$ cat config.mk
export PLATFORM = sky130hd
export DESIGN_NAME = signed_int_to_decimal_ascii
export DESIGN_NICKNAME = d
export VERILOG_FILES = /design/src/hw/rtl/sida_pkg.sv /design/src/hw/rtl/sida_dabble.sv /design/src/hw/rtl/signed_int_to_decimal_ascii.sv
export SDC_FILE = /design/constraint.sdc
export NUM_CORES = 1
export LEC_CHECK = 0
export ABC_AREA = 1
export CORE_UTILIZATION = 25
export DETAILED_ROUTE_END_ITERATION = 7
export DONT_BUFFER_PORTS = 1
export GPL_ROUTABILITY_DRIVEN = 1
export PLACE_DENSITY = 0.37
export SYNTH_ARGS = -nofsm -noshare
export SYNTH_HDL_FRONTEND = slang
export SYNTH_HIERARCHICAL = 1
export SYNTH_SLANG_ARGS = --single-unit
$ cat constraint.sdc
create_clock -name clk_i -period 1.9 [get_ports clk_i]
set_input_delay 0.19 -clock clk_i [delete_from_list [all_inputs] [get_ports clk_i]]
set_output_delay 0.19 -clock clk_i [all_outputs]
set_load 0.02 [all_outputs]
$ cat src/hw/rtl/sida_pkg.sv
// ----------------------------------------------------------------------------
// sida_pkg
// Shared constants, types and helpers for the signed integer to decimal
// ASCII converter.
// ----------------------------------------------------------------------------
package sida_pkg;

  // Default width of the converted integer
  localparam int VALUE_BITS_DEF = 32;

  // ASCII codes
  localparam logic [7:0] CHAR_ZERO  = 8'h30;
  localparam logic [7:0] CHAR_MINUS = 8'h2D;

  // Decimal digits needed for the largest magnitude, 2^(bits-1).
  // 1233/4096 approximates log10(2) closely enough up to 64 bits.
  function automatic int sida_num_digits(input int bits);
    return (((bits - 1) * 1233) >> 12) + 1;
  endfunction

  // Control word from the sequencer to the digit register
  typedef struct packed {
    logic clear;   // zero all digits
    logic dabble;  // adjust digits and shift one magnitude bit in
    logic bit_in;  // magnitude bit, most significant first
    logic drop;    // shift out the top digit
  } sida_ctl_t;

endpackage

$ cat src/hw/rtl/sida_dabble.sv
// ----------------------------------------------------------------------------
// sida_dabble
// BCD digit register. Builds decimal digits one binary bit per cycle with
// the add-3 rule, then shifts them out one digit per cycle, top first.
// ----------------------------------------------------------------------------
module sida_dabble #(
  parameter int NDIG = sida_pkg::sida_num_digits(sida_pkg::VALUE_BITS_DEF)
) (
  input  logic                clk_i,
  input  logic                rst_ni,
  input  sida_pkg::sida_ctl_t ctl_i,
  output logic [3:0]          top_digit_o
);
  import sida_pkg::*;

  localparam int BCD_W = 4 * NDIG;

  logic [BCD_W-1:0] bcd_q, bcd_d;
  logic [BCD_W-1:0] adj;

  // Add 3 to every digit of five or more before the shift
  always_comb begin
    for (int i = 0; i < NDIG; i++) begin
      if (bcd_q[4*i +: 4] >= 4'd5) begin
        adj[4*i +: 4] = bcd_q[4*i +: 4] + 4'd3;
      end else begin
        adj[4*i +: 4] = bcd_q[4*i +: 4];
      end
    end
  end

  // Select clear, bit shift or digit drop
  always_comb begin
    bcd_d = bcd_q;
    if (ctl_i.clear) begin
      bcd_d = '0;
    end else if (ctl_i.dabble) begin
      bcd_d = {adj[BCD_W-2:0], ctl_i.bit_in};
    end else if (ctl_i.drop) begin
      bcd_d = {bcd_q[BCD_W-5:0], 4'd0};
    end
  end

  // Hold digits; cleared at reset and again at each new word
  always_ff @(posedge clk_i or negedge rst_ni) begin
    if (!rst_ni) begin
      bcd_q <= '0;
    end else begin
      bcd_q <= bcd_d;
    end
  end

  assign top_digit_o = bcd_q[BCD_W-1 -: 4];

endmodule

$ cat src/hw/rtl/signed_int_to_decimal_ascii.sv
// ----------------------------------------------------------------------------
// signed_int_to_decimal_ascii
// Converts a signed integer to its decimal ASCII text, most significant
// character first, with a leading '-' for negative values.
// Output: '-' appears in the cycle after start for negative values; the first
// digit follows the bit-serial conversion of all VALUE_BITS bits, after any
// leading zeros are dropped unstrobed; digits then follow one per cycle.
// A new word is taken only when idle: busy holds through the bit-serial BCD
// conversion and the one-digit-per-cycle output.
// Reset clears the sequencer and the output strobe; the receiver cannot stall.
// ----------------------------------------------------------------------------
module signed_int_to_decimal_ascii #(
  parameter int VALUE_BITS = sida_pkg::VALUE_BITS_DEF
) (
  input  logic                  clk_i,
  input  logic                  rst_ni,
  input  logic                  start,
  output logic                  busy,
  input  logic [VALUE_BITS-1:0] value_i,
  output logic                  valid_o,
  output logic [7:0]            character_o,
  output logic                  last_o
);
  import sida_pkg::*;

  localparam int NDIG  = sida_num_digits(VALUE_BITS);
  localparam int CNT_W = $clog2(VALUE_BITS + 1);
  localparam int REM_W = $clog2(NDIG + 1);

  localparam logic [1:0] ST_IDLE = 2'd0;
  localparam logic [1:0] ST_CONV = 2'd1;
  localparam logic [1:0] ST_EMIT = 2'd2;

  logic [1:0]            state_q, state_d;
  logic [VALUE_BITS-1:0] mag_q, mag_d;
  logic [CNT_W-1:0]      cnt_q, cnt_d;
  logic [REM_W-1:0]      rem_q, rem_d;
  logic                  started_q, started_d;
  logic                  valid_q, valid_d;
  logic [7:0]            char_q, char_d;
  logic                  last_q, last_d;
  logic                  accept;
  logic [3:0]            top_digit;
  sida_ctl_t             ctl;

  assign accept = start && (state_q == ST_IDLE);

  sida_dabble #(
    .NDIG (NDIG)
  ) u_dabble (
    .clk_i       (clk_i),
    .rst_ni      (rst_ni),
    .ctl_i       (ctl),
    .top_digit_o (top_digit)
  );

  // Sequence: load magnitude and emit any sign, shift bits in, skip leading zeros, emit digits
  always_comb begin
    state_d   = state_q;
    mag_d     = mag_q;
    cnt_d     = cnt_q;
    rem_d     = rem_q;
    started_d = started_q;
    valid_d   = 1'b0;
    char_d    = char_q;
    last_d    = last_q;
    ctl       = '0;
    case (state_q)
      ST_IDLE: begin
        if (accept) begin
          if (value_i[VALUE_BITS-1]) begin
            mag_d = ~value_i + {{(VALUE_BITS-1){1'b0}}, 1'b1};
          end else begin
            mag_d = value_i;
          end
          // Emit the sign word at once when the value is negative
          valid_d   = value_i[VALUE_BITS-1];
          char_d    = CHAR_MINUS;
          last_d    = 1'b0;
          cnt_d     = CNT_W'(VALUE_BITS);
          started_d = 1'b0;
          ctl.clear = 1'b1;
          state_d   = ST_CONV;
        end
      end
      ST_CONV: begin
        ctl.dabble = 1'b1;
        ctl.bit_in = mag_q[VALUE_BITS-1];
        mag_d      = {mag_q[VALUE_BITS-2:0], 1'b0};
        cnt_d      = cnt_q - 1'b1;
        if (cnt_q == CNT_W'(1)) begin
          rem_d   = REM_W'(NDIG);
          state_d = ST_EMIT;
        end
      end
      ST_EMIT: begin
        ctl.drop = 1'b1;
        rem_d    = rem_q - 1'b1;
        if (started_q || (top_digit != 4'd0) || (rem_q == REM_W'(1))) begin
          valid_d   = 1'b1;
          char_d    = {CHAR_ZERO[7:4], top_digit};
          last_d    = (rem_q == REM_W'(1));
          started_d = 1'b1;
        end
        if (rem_q == REM_W'(1)) begin
          state_d = ST_IDLE;
        end
      end
      default: begin
        state_d = ST_IDLE;
      end
    endcase
  end

  // Control registers
  always_ff @(posedge clk_i or negedge rst_ni) begin
    if (!rst_ni) begin
      state_q   <= ST_IDLE;
      cnt_q     <= '0;
      rem_q     <= '0;
      started_q <= 1'b0;
      valid_q   <= 1'b0;
    end else begin
      state_q   <= state_d;
      cnt_q     <= cnt_d;
      rem_q     <= rem_d;
      started_q <= started_d;
      valid_q   <= valid_d;
    end
  end

  // Payload registers
  always_ff @(posedge clk_i) begin
    mag_q  <= mag_d;
    char_q <= char_d;
    last_q <= last_d;
  end

  assign busy        = (state_q != ST_IDLE);
  assign valid_o     = valid_q;
  assign character_o = char_q;
  assign last_o      = last_q;

  // The final word leaves once the sequencer is idle again
  a_last_idle: assert property (@(posedge clk_i) disable iff (!rst_ni)
    valid_o && last_o |-> !busy)
    else $error("last word while busy");

  // An accepted start always begins a conversion
  a_start_busy: assert property (@(posedge clk_i) disable iff (!rst_ni)
    start && !busy |=> busy)
    else $error("start accepted but not busy");

  // The sign is never the final character
  a_sign_not_last: assert property (@(posedge clk_i) disable iff (!rst_ni)
    valid_o && (character_o == CHAR_MINUS) |-> !last_o)
    else $error("sign flagged last");

  // No word leaves while bits are still being converted, except the sign
  a_conv_quiet: assert property (@(posedge clk_i) disable iff (!rst_ni)
    valid_o && (state_q == ST_CONV) |-> (character_o == CHAR_MINUS))
    else $error("digit emitted during conversion");

endmodule

# After elaboration in Yosys (flattened, before gate mapping)
# Index checks and enable logic that the tools add are counted.
[classes] n_eq_ne=8 mux=39 bitwise=1 add_sub_neg=13 n_lt_le_gt_ge=10 n_reduce_logical=14
[ops] op="$mux 40" n=3
[ops] op="$mux 32" n=2
[ops] op="$pmux 32 s2" n=1
[ops] op="$ge 4x3->1 const B" n=10
[ops] op="$mux 4" n=10
[ops] op="$add 4x2->4 const B" n=9
[ops] op="$add 32x1->32 const B" n=1
[ops] op="$not 32->32" n=1
[ops] op="$mux 8" n=2
[ops] op="$pmux 8 s2" n=1
[ops] op="$pmux 6 s2" n=1
[ops] op="$mux 1" n=8
[ops] op="$mux 2" n=4
[ops] op="$ne 2x2->1 const B" n=4
[ops] op="$pmux 4 s2" n=1
[ops] op="$reduce_bool 2->1" n=4
[ops] op="$eq 6x1->1 const B" n=1
[ops] op="$mux 6" n=1
[ops] op="$pmux 1 s2" n=3
[ops] op="$pmux 2 s3" n=1
[ops] op="$reduce_and 3->1" n=2
[ops] op="$sub 6x1->6 const B" n=1
[ops] op="$eq 4x1->1 const B" n=1
[ops] op="$reduce_and 2->1" n=2
[ops] op="other kinds (10)" n=11
[word_totals] regBits=95 wordCells=94 out_inout_bits=11 in_bits=35

# Longest topological paths before layout
[logic_depth] ltp_word=5 mapped_depth=11

# Modules after synthesis
# The synthesis kept the hierarchy.
[by_module_without_submodules] mod="signed_int_to_decimal_ascii" seq_area_each_um2=1491.4 cells_per_inst=416 area_each_um2=3236.9 instances=1
[by_module_without_submodules] mod="sida_dabble" seq_area_each_um2=1001.0 cells_per_inst=456 area_each_um2=2981.6 instances=1

# Worst setup path before layout
# No wires, ideal clock.
[synth_path] kind="register -> register" start="register state_q[0]" end="register mag_q[0] (enable)" setup_time_ns=0.391 arrival_time_ns=1.445 setup_slack_ns=0.064 path_stages_with_launch=4 cell_sequence="dfrtp_1 -> nor2_1 -> nand2_1 -> nand2_1"
[synth_via] elab_chain_cells=4 word_cells_on_any_way=6 cone_classes="eq/ne: 2; reduce/logical: 4"
[synth_rtl] element="from (decl)" line_no="signed_int_to_decimal_ascii.sv:34" source="logic [1:0] state_q, state_d;"
[synth_rtl] element="from (signal assigned)" line_no="signed_int_to_decimal_ascii.sv:124" source="state_q <= state_d;"
[synth_rtl] element="$logic_not 2->1" line_no="signed_int_to_decimal_ascii.sv:46, signed_int_to_decimal_ascii.sv:68"
[synth_rtl] element="$logic_and 1x1->1" line_no="signed_int_to_decimal_ascii.sv:46" source="assign accept = start && (state_q == ST_IDLE);"
[synth_rtl] element="$ne 2x2->1 (no source line)"
[synth_rtl] element="$reduce_and 2->1 (no source line) *"
[synth_rtl] element="to (signal assigned)" line_no="signed_int_to_decimal_ascii.sv:134" source="mag_q <= mag_d;"
[synth_rtl] element="to (decl)" line_no="signed_int_to_decimal_ascii.sv:35" source="logic [VALUE_BITS-1:0] mag_q, mag_d;"
# Every way passes the cells marked *; elsewhere a longest branch is shown, timed or not.
# A chain may end at the register's enable or synchronous reset.

==> summary.txt <==
Timing
  – RSZ-0062 raised after global routing: false
  – Fin crit share: 83.7%
  – Clock skew: 0.00929 ns
  – Final Hold Fails: 0
  – Crit path time final: 1.59 ns
  – Setup TNS: 0 ns
  – Fmax: 629 MHz
  – Final setup viols: 0
  – Slew Viols, Final: 0

Pwr
  – Sequential Power Share: 50.1%
  – Static Leak: 3.11 nW
  – Maximum VDD drop: 0.393 mV
  – Part of the power in the clock network: 43.4%
  – Switching pwr: 1.02 mW
  – Total power: 4.35 mW
  – Pwr/cell area: 630 mW/mm^2
  – Comb power frac: 6.5%
  – Pint: 3.33 mW
  – Switch share: 23.5%

Layout
  – Filler cells: 2731
  – Area Growth Syn to Fin: 11.0%
  – Inserted Diodes: 0
  – Leading cell type in the layout, fill and taps excluded: nand2_1
  – Final nets: 926
  – Share of cells above drive strength 1: 5.97%
  – Leading cell types in the layout, fill and taps excluded: 295 x nand2_1, 104 x inv_1, 83 x nand3_1

Routing
  – Via count: 5358
  – Routed Antenna Nets: 0
  – DRC Markers: 0
  – M1 wire length: 7.77 mm
  – DR top layer: met4
  – Final WL: 16.2 mm
  – Drt initial violations: 318
  – Wire per inst: 13.6 um
  – Vias per cell: 4.48
  – Drt first pass iters: 4
  – Met3 WL post-DR: 641 um
  – Metal2 WL: 7.63 mm

Worst setup path
  – Worst Path Arrival: 1.82 ns
  – R2r endpoint: u_dabble/bcd_q[17]
  – Top cell by count, worst path: nand2_1
  – CP Cell Sequence: nor2_1 > nand2_1 > inv_1 > inv_2 > nand2_1 > buf_12 > o21ai_0 > nand2_1 > nand2_1
  – Startpoint Class: flop
  – Delay of the slowest critical-path stage: 0.42 ns
  – Critical Path RT: 2.13 ns
  – Crit path kind: flop to flop
  – Slowest stage cell on the critical path: dfrtp_1
  – Reg2reg setup slack: 0.31 ns
  – CP Max Fanout: 39
  – Reg2Reg Depth: 9
  – R2R Path Start: state_q[0]
  – Crit end category: flop

Min path
  – Class of the worst hold path: input pin to flop
  – Hold Crit Start: value_i[0]
  – Hold Path Sink: mag_q[0]
  – Hold Crit Depth: 2

Die
  – Top Ports: 46
  – Height of the die: 160 um
  – Core Box Area: 0.0244 sq mm
  – Initial Util: 25.5%
  – Die Width: 160 um
  – Placement Rows: 57
  – Die area: 0.0255 sq mm

Synthesis
  – Post-synth top area cell: dfrtp_1
  – Asr flop ratio synth: 58.7%
  – Synth top area cells: dfrtp_1 22%, edfxtp_1 18%, nand2_1 18%
  – Number of flops mapped to enable cells by yosys: 38
  – Top cell type's share of synthesized area: 21.7%
  – Post-synthesis register bit count: 92
  – Avg Inst Size Synth: 7.13 sq um
  – Top_reg_cell synth: dfrtp_1
  – Syn. warnings: 6
  – Syn Inst Count: 872
  – Share of the yosys chip area belonging to registers: 40.1%
  – Netlist Area Pre-Place: 0.00622 sq mm
  – Distinct cells, synth: 40

GRT
  – Total gr overflow: 0
  – Total GRT Usage: 13.3%
  – Number of global-route vias before repair: 5237
  – Largest net degree at the start of global routing: 55
  – Number of antenna violations at the first check in global routing: 0
  – First-pass GRT wire length: 27.0 mm

CTS
  – CTS Buf Count: 9
  – Count of hold buffers inserted by post-cts repair: 2
  – # clock sinks: 92
  – Worst-skew pair later-pin latency: 0.34 ns
  – CTS H-tree depth: 3
  – Postcts setup bufs: 0
  – TritonCTS clock tree: yes
  – Post-CTS sizing: 0
  – Clk buf depth: 2
  – Reg clk slew, reported paths: 0.07 ns
  – CTS root buf: clkbuf_16

Placed design
  – Placer Congestion: 0.750
  – Dpl hpwl: 11.2 mm
  – Input/output buffers: 0

Run status
  – Status: finished clean

Job
  – Max Cap Viol: 0
routing by layer:
| metal | vias to the layer above | global-route usage [%] |
|---|---|---|
| met5 | - | 0 |
| met4 | 0 | 3.45 |
| met3 | 8 | 3.58 |
| met2 | 66 | 22.1 |
| met1 | 2466 | 16.8 |
| li1 | 2818 | - |
worst max-delay path: cells and delay by family (launching register included):
kind	cells	cell delay [ns]
buf+inv	3	0.45
flops	1	0.42
simple gates	5	0.47
compound gates	1	0.13
power groups by stage:
| stage | sequential (mW) | clock, mW | combinational [mW] |
|---|---|---|---|
| global placement | 2.22 | 0 | 0.253 |
| global route | 2.18 | 2.05 | 0.329 |
| finish | 2.18 | 1.89 | 0.282 |
| detailed placement | 2.22 | 0 | 0.254 |
| CTS | 2.18 | 2.00 | 0.291 |
| floorplan | 2.21 | 0 | 0.208 |
sequential cells by signal, summed over array words and instances, names as in the netlist:
| register | cells |
|---|---|
| state_q | 2 |
| valid_o | 1 |
| last_o | 1 |
| rem_q | 4 |
| started_q | 1 |
| cnt_q | 6 |
| u_dabble/bcd_q | 40 |
| character_o | 5 |
| mag_q | 32 |
cell type report:
type                    instances  area, sq um  area share, %
clock buffers                  14          269           3.90
clock inverters                 2         35.0          0.507
inverters                     110          418           6.05
multi-input cells             640         3120           45.1
flip-flops and latches         92         2490           36.1
well taps                     324          405           5.87
repair buffers                 13          170           2.46
through the flow:
stage                     cells  setup WS [ns]  hold WS [ns]  utilization (%)  cell area, sq um
final                      1195          0.309        0.0911             28.3              6910
after global routing       1195          0.104        0.0955             28.3              6910
after CTS                  1195          0.277        0.0673             28.3              6910
after detailed placement   1177          0.284        -0.103             26.9              6560
after global placement     1177          0.314        -0.103             26.9              6560
after floorplan             873         0.0642        -0.106                -              6220
logic make-up (layout without fill, tap and decap cells):
group                      Yosys count  count (layout)  synth area share [%]
adders and majority gates           25              25                  5.03
muxes                                1               1                 0.161
xor gates and xnor gates             9               9                  1.27
DFF                                 92              92                  40.1
buffers and inverters              141             139                  9.98
and+or+nand+nor                    481             481                  33.2
other                                2               3                 0.121
AOI/OAI and AO/OA                  121             121                  10.1
cell usage after synthesis (all sizes together) (2+ instances only):
master and number:
clkbuf 9, or2 5, a22oi 2, o21ai 90, inv 110, a21oi 23
edfxtp 38, nand2 300, nand3b 4, nand3 84, buf 22, nor3 5
xor2 8, nor2 57, nand4 25, a31oi 2, dfrtp 54, conb 2
ha 25
worst max path at each step:
stage	end	slack, ns	startpoint
2_1_floorplan	mag_q[0]	0.06	state_q[0]
3_3_place_gp	u_dabble/bcd_q[6]	0.31	state_q[0]
3_5_place_dp	u_dabble/bcd_q[6]	0.28	state_q[0]
4_1_cts	u_dabble/bcd_q[39]	0.28	state_q[0]
5_1_grt	u_dabble/bcd_q[6]	0.10	state_q[0]
6_report	u_dabble/bcd_q[17]	0.31	state_q[0]
Power figures use the tool's default switching activity.
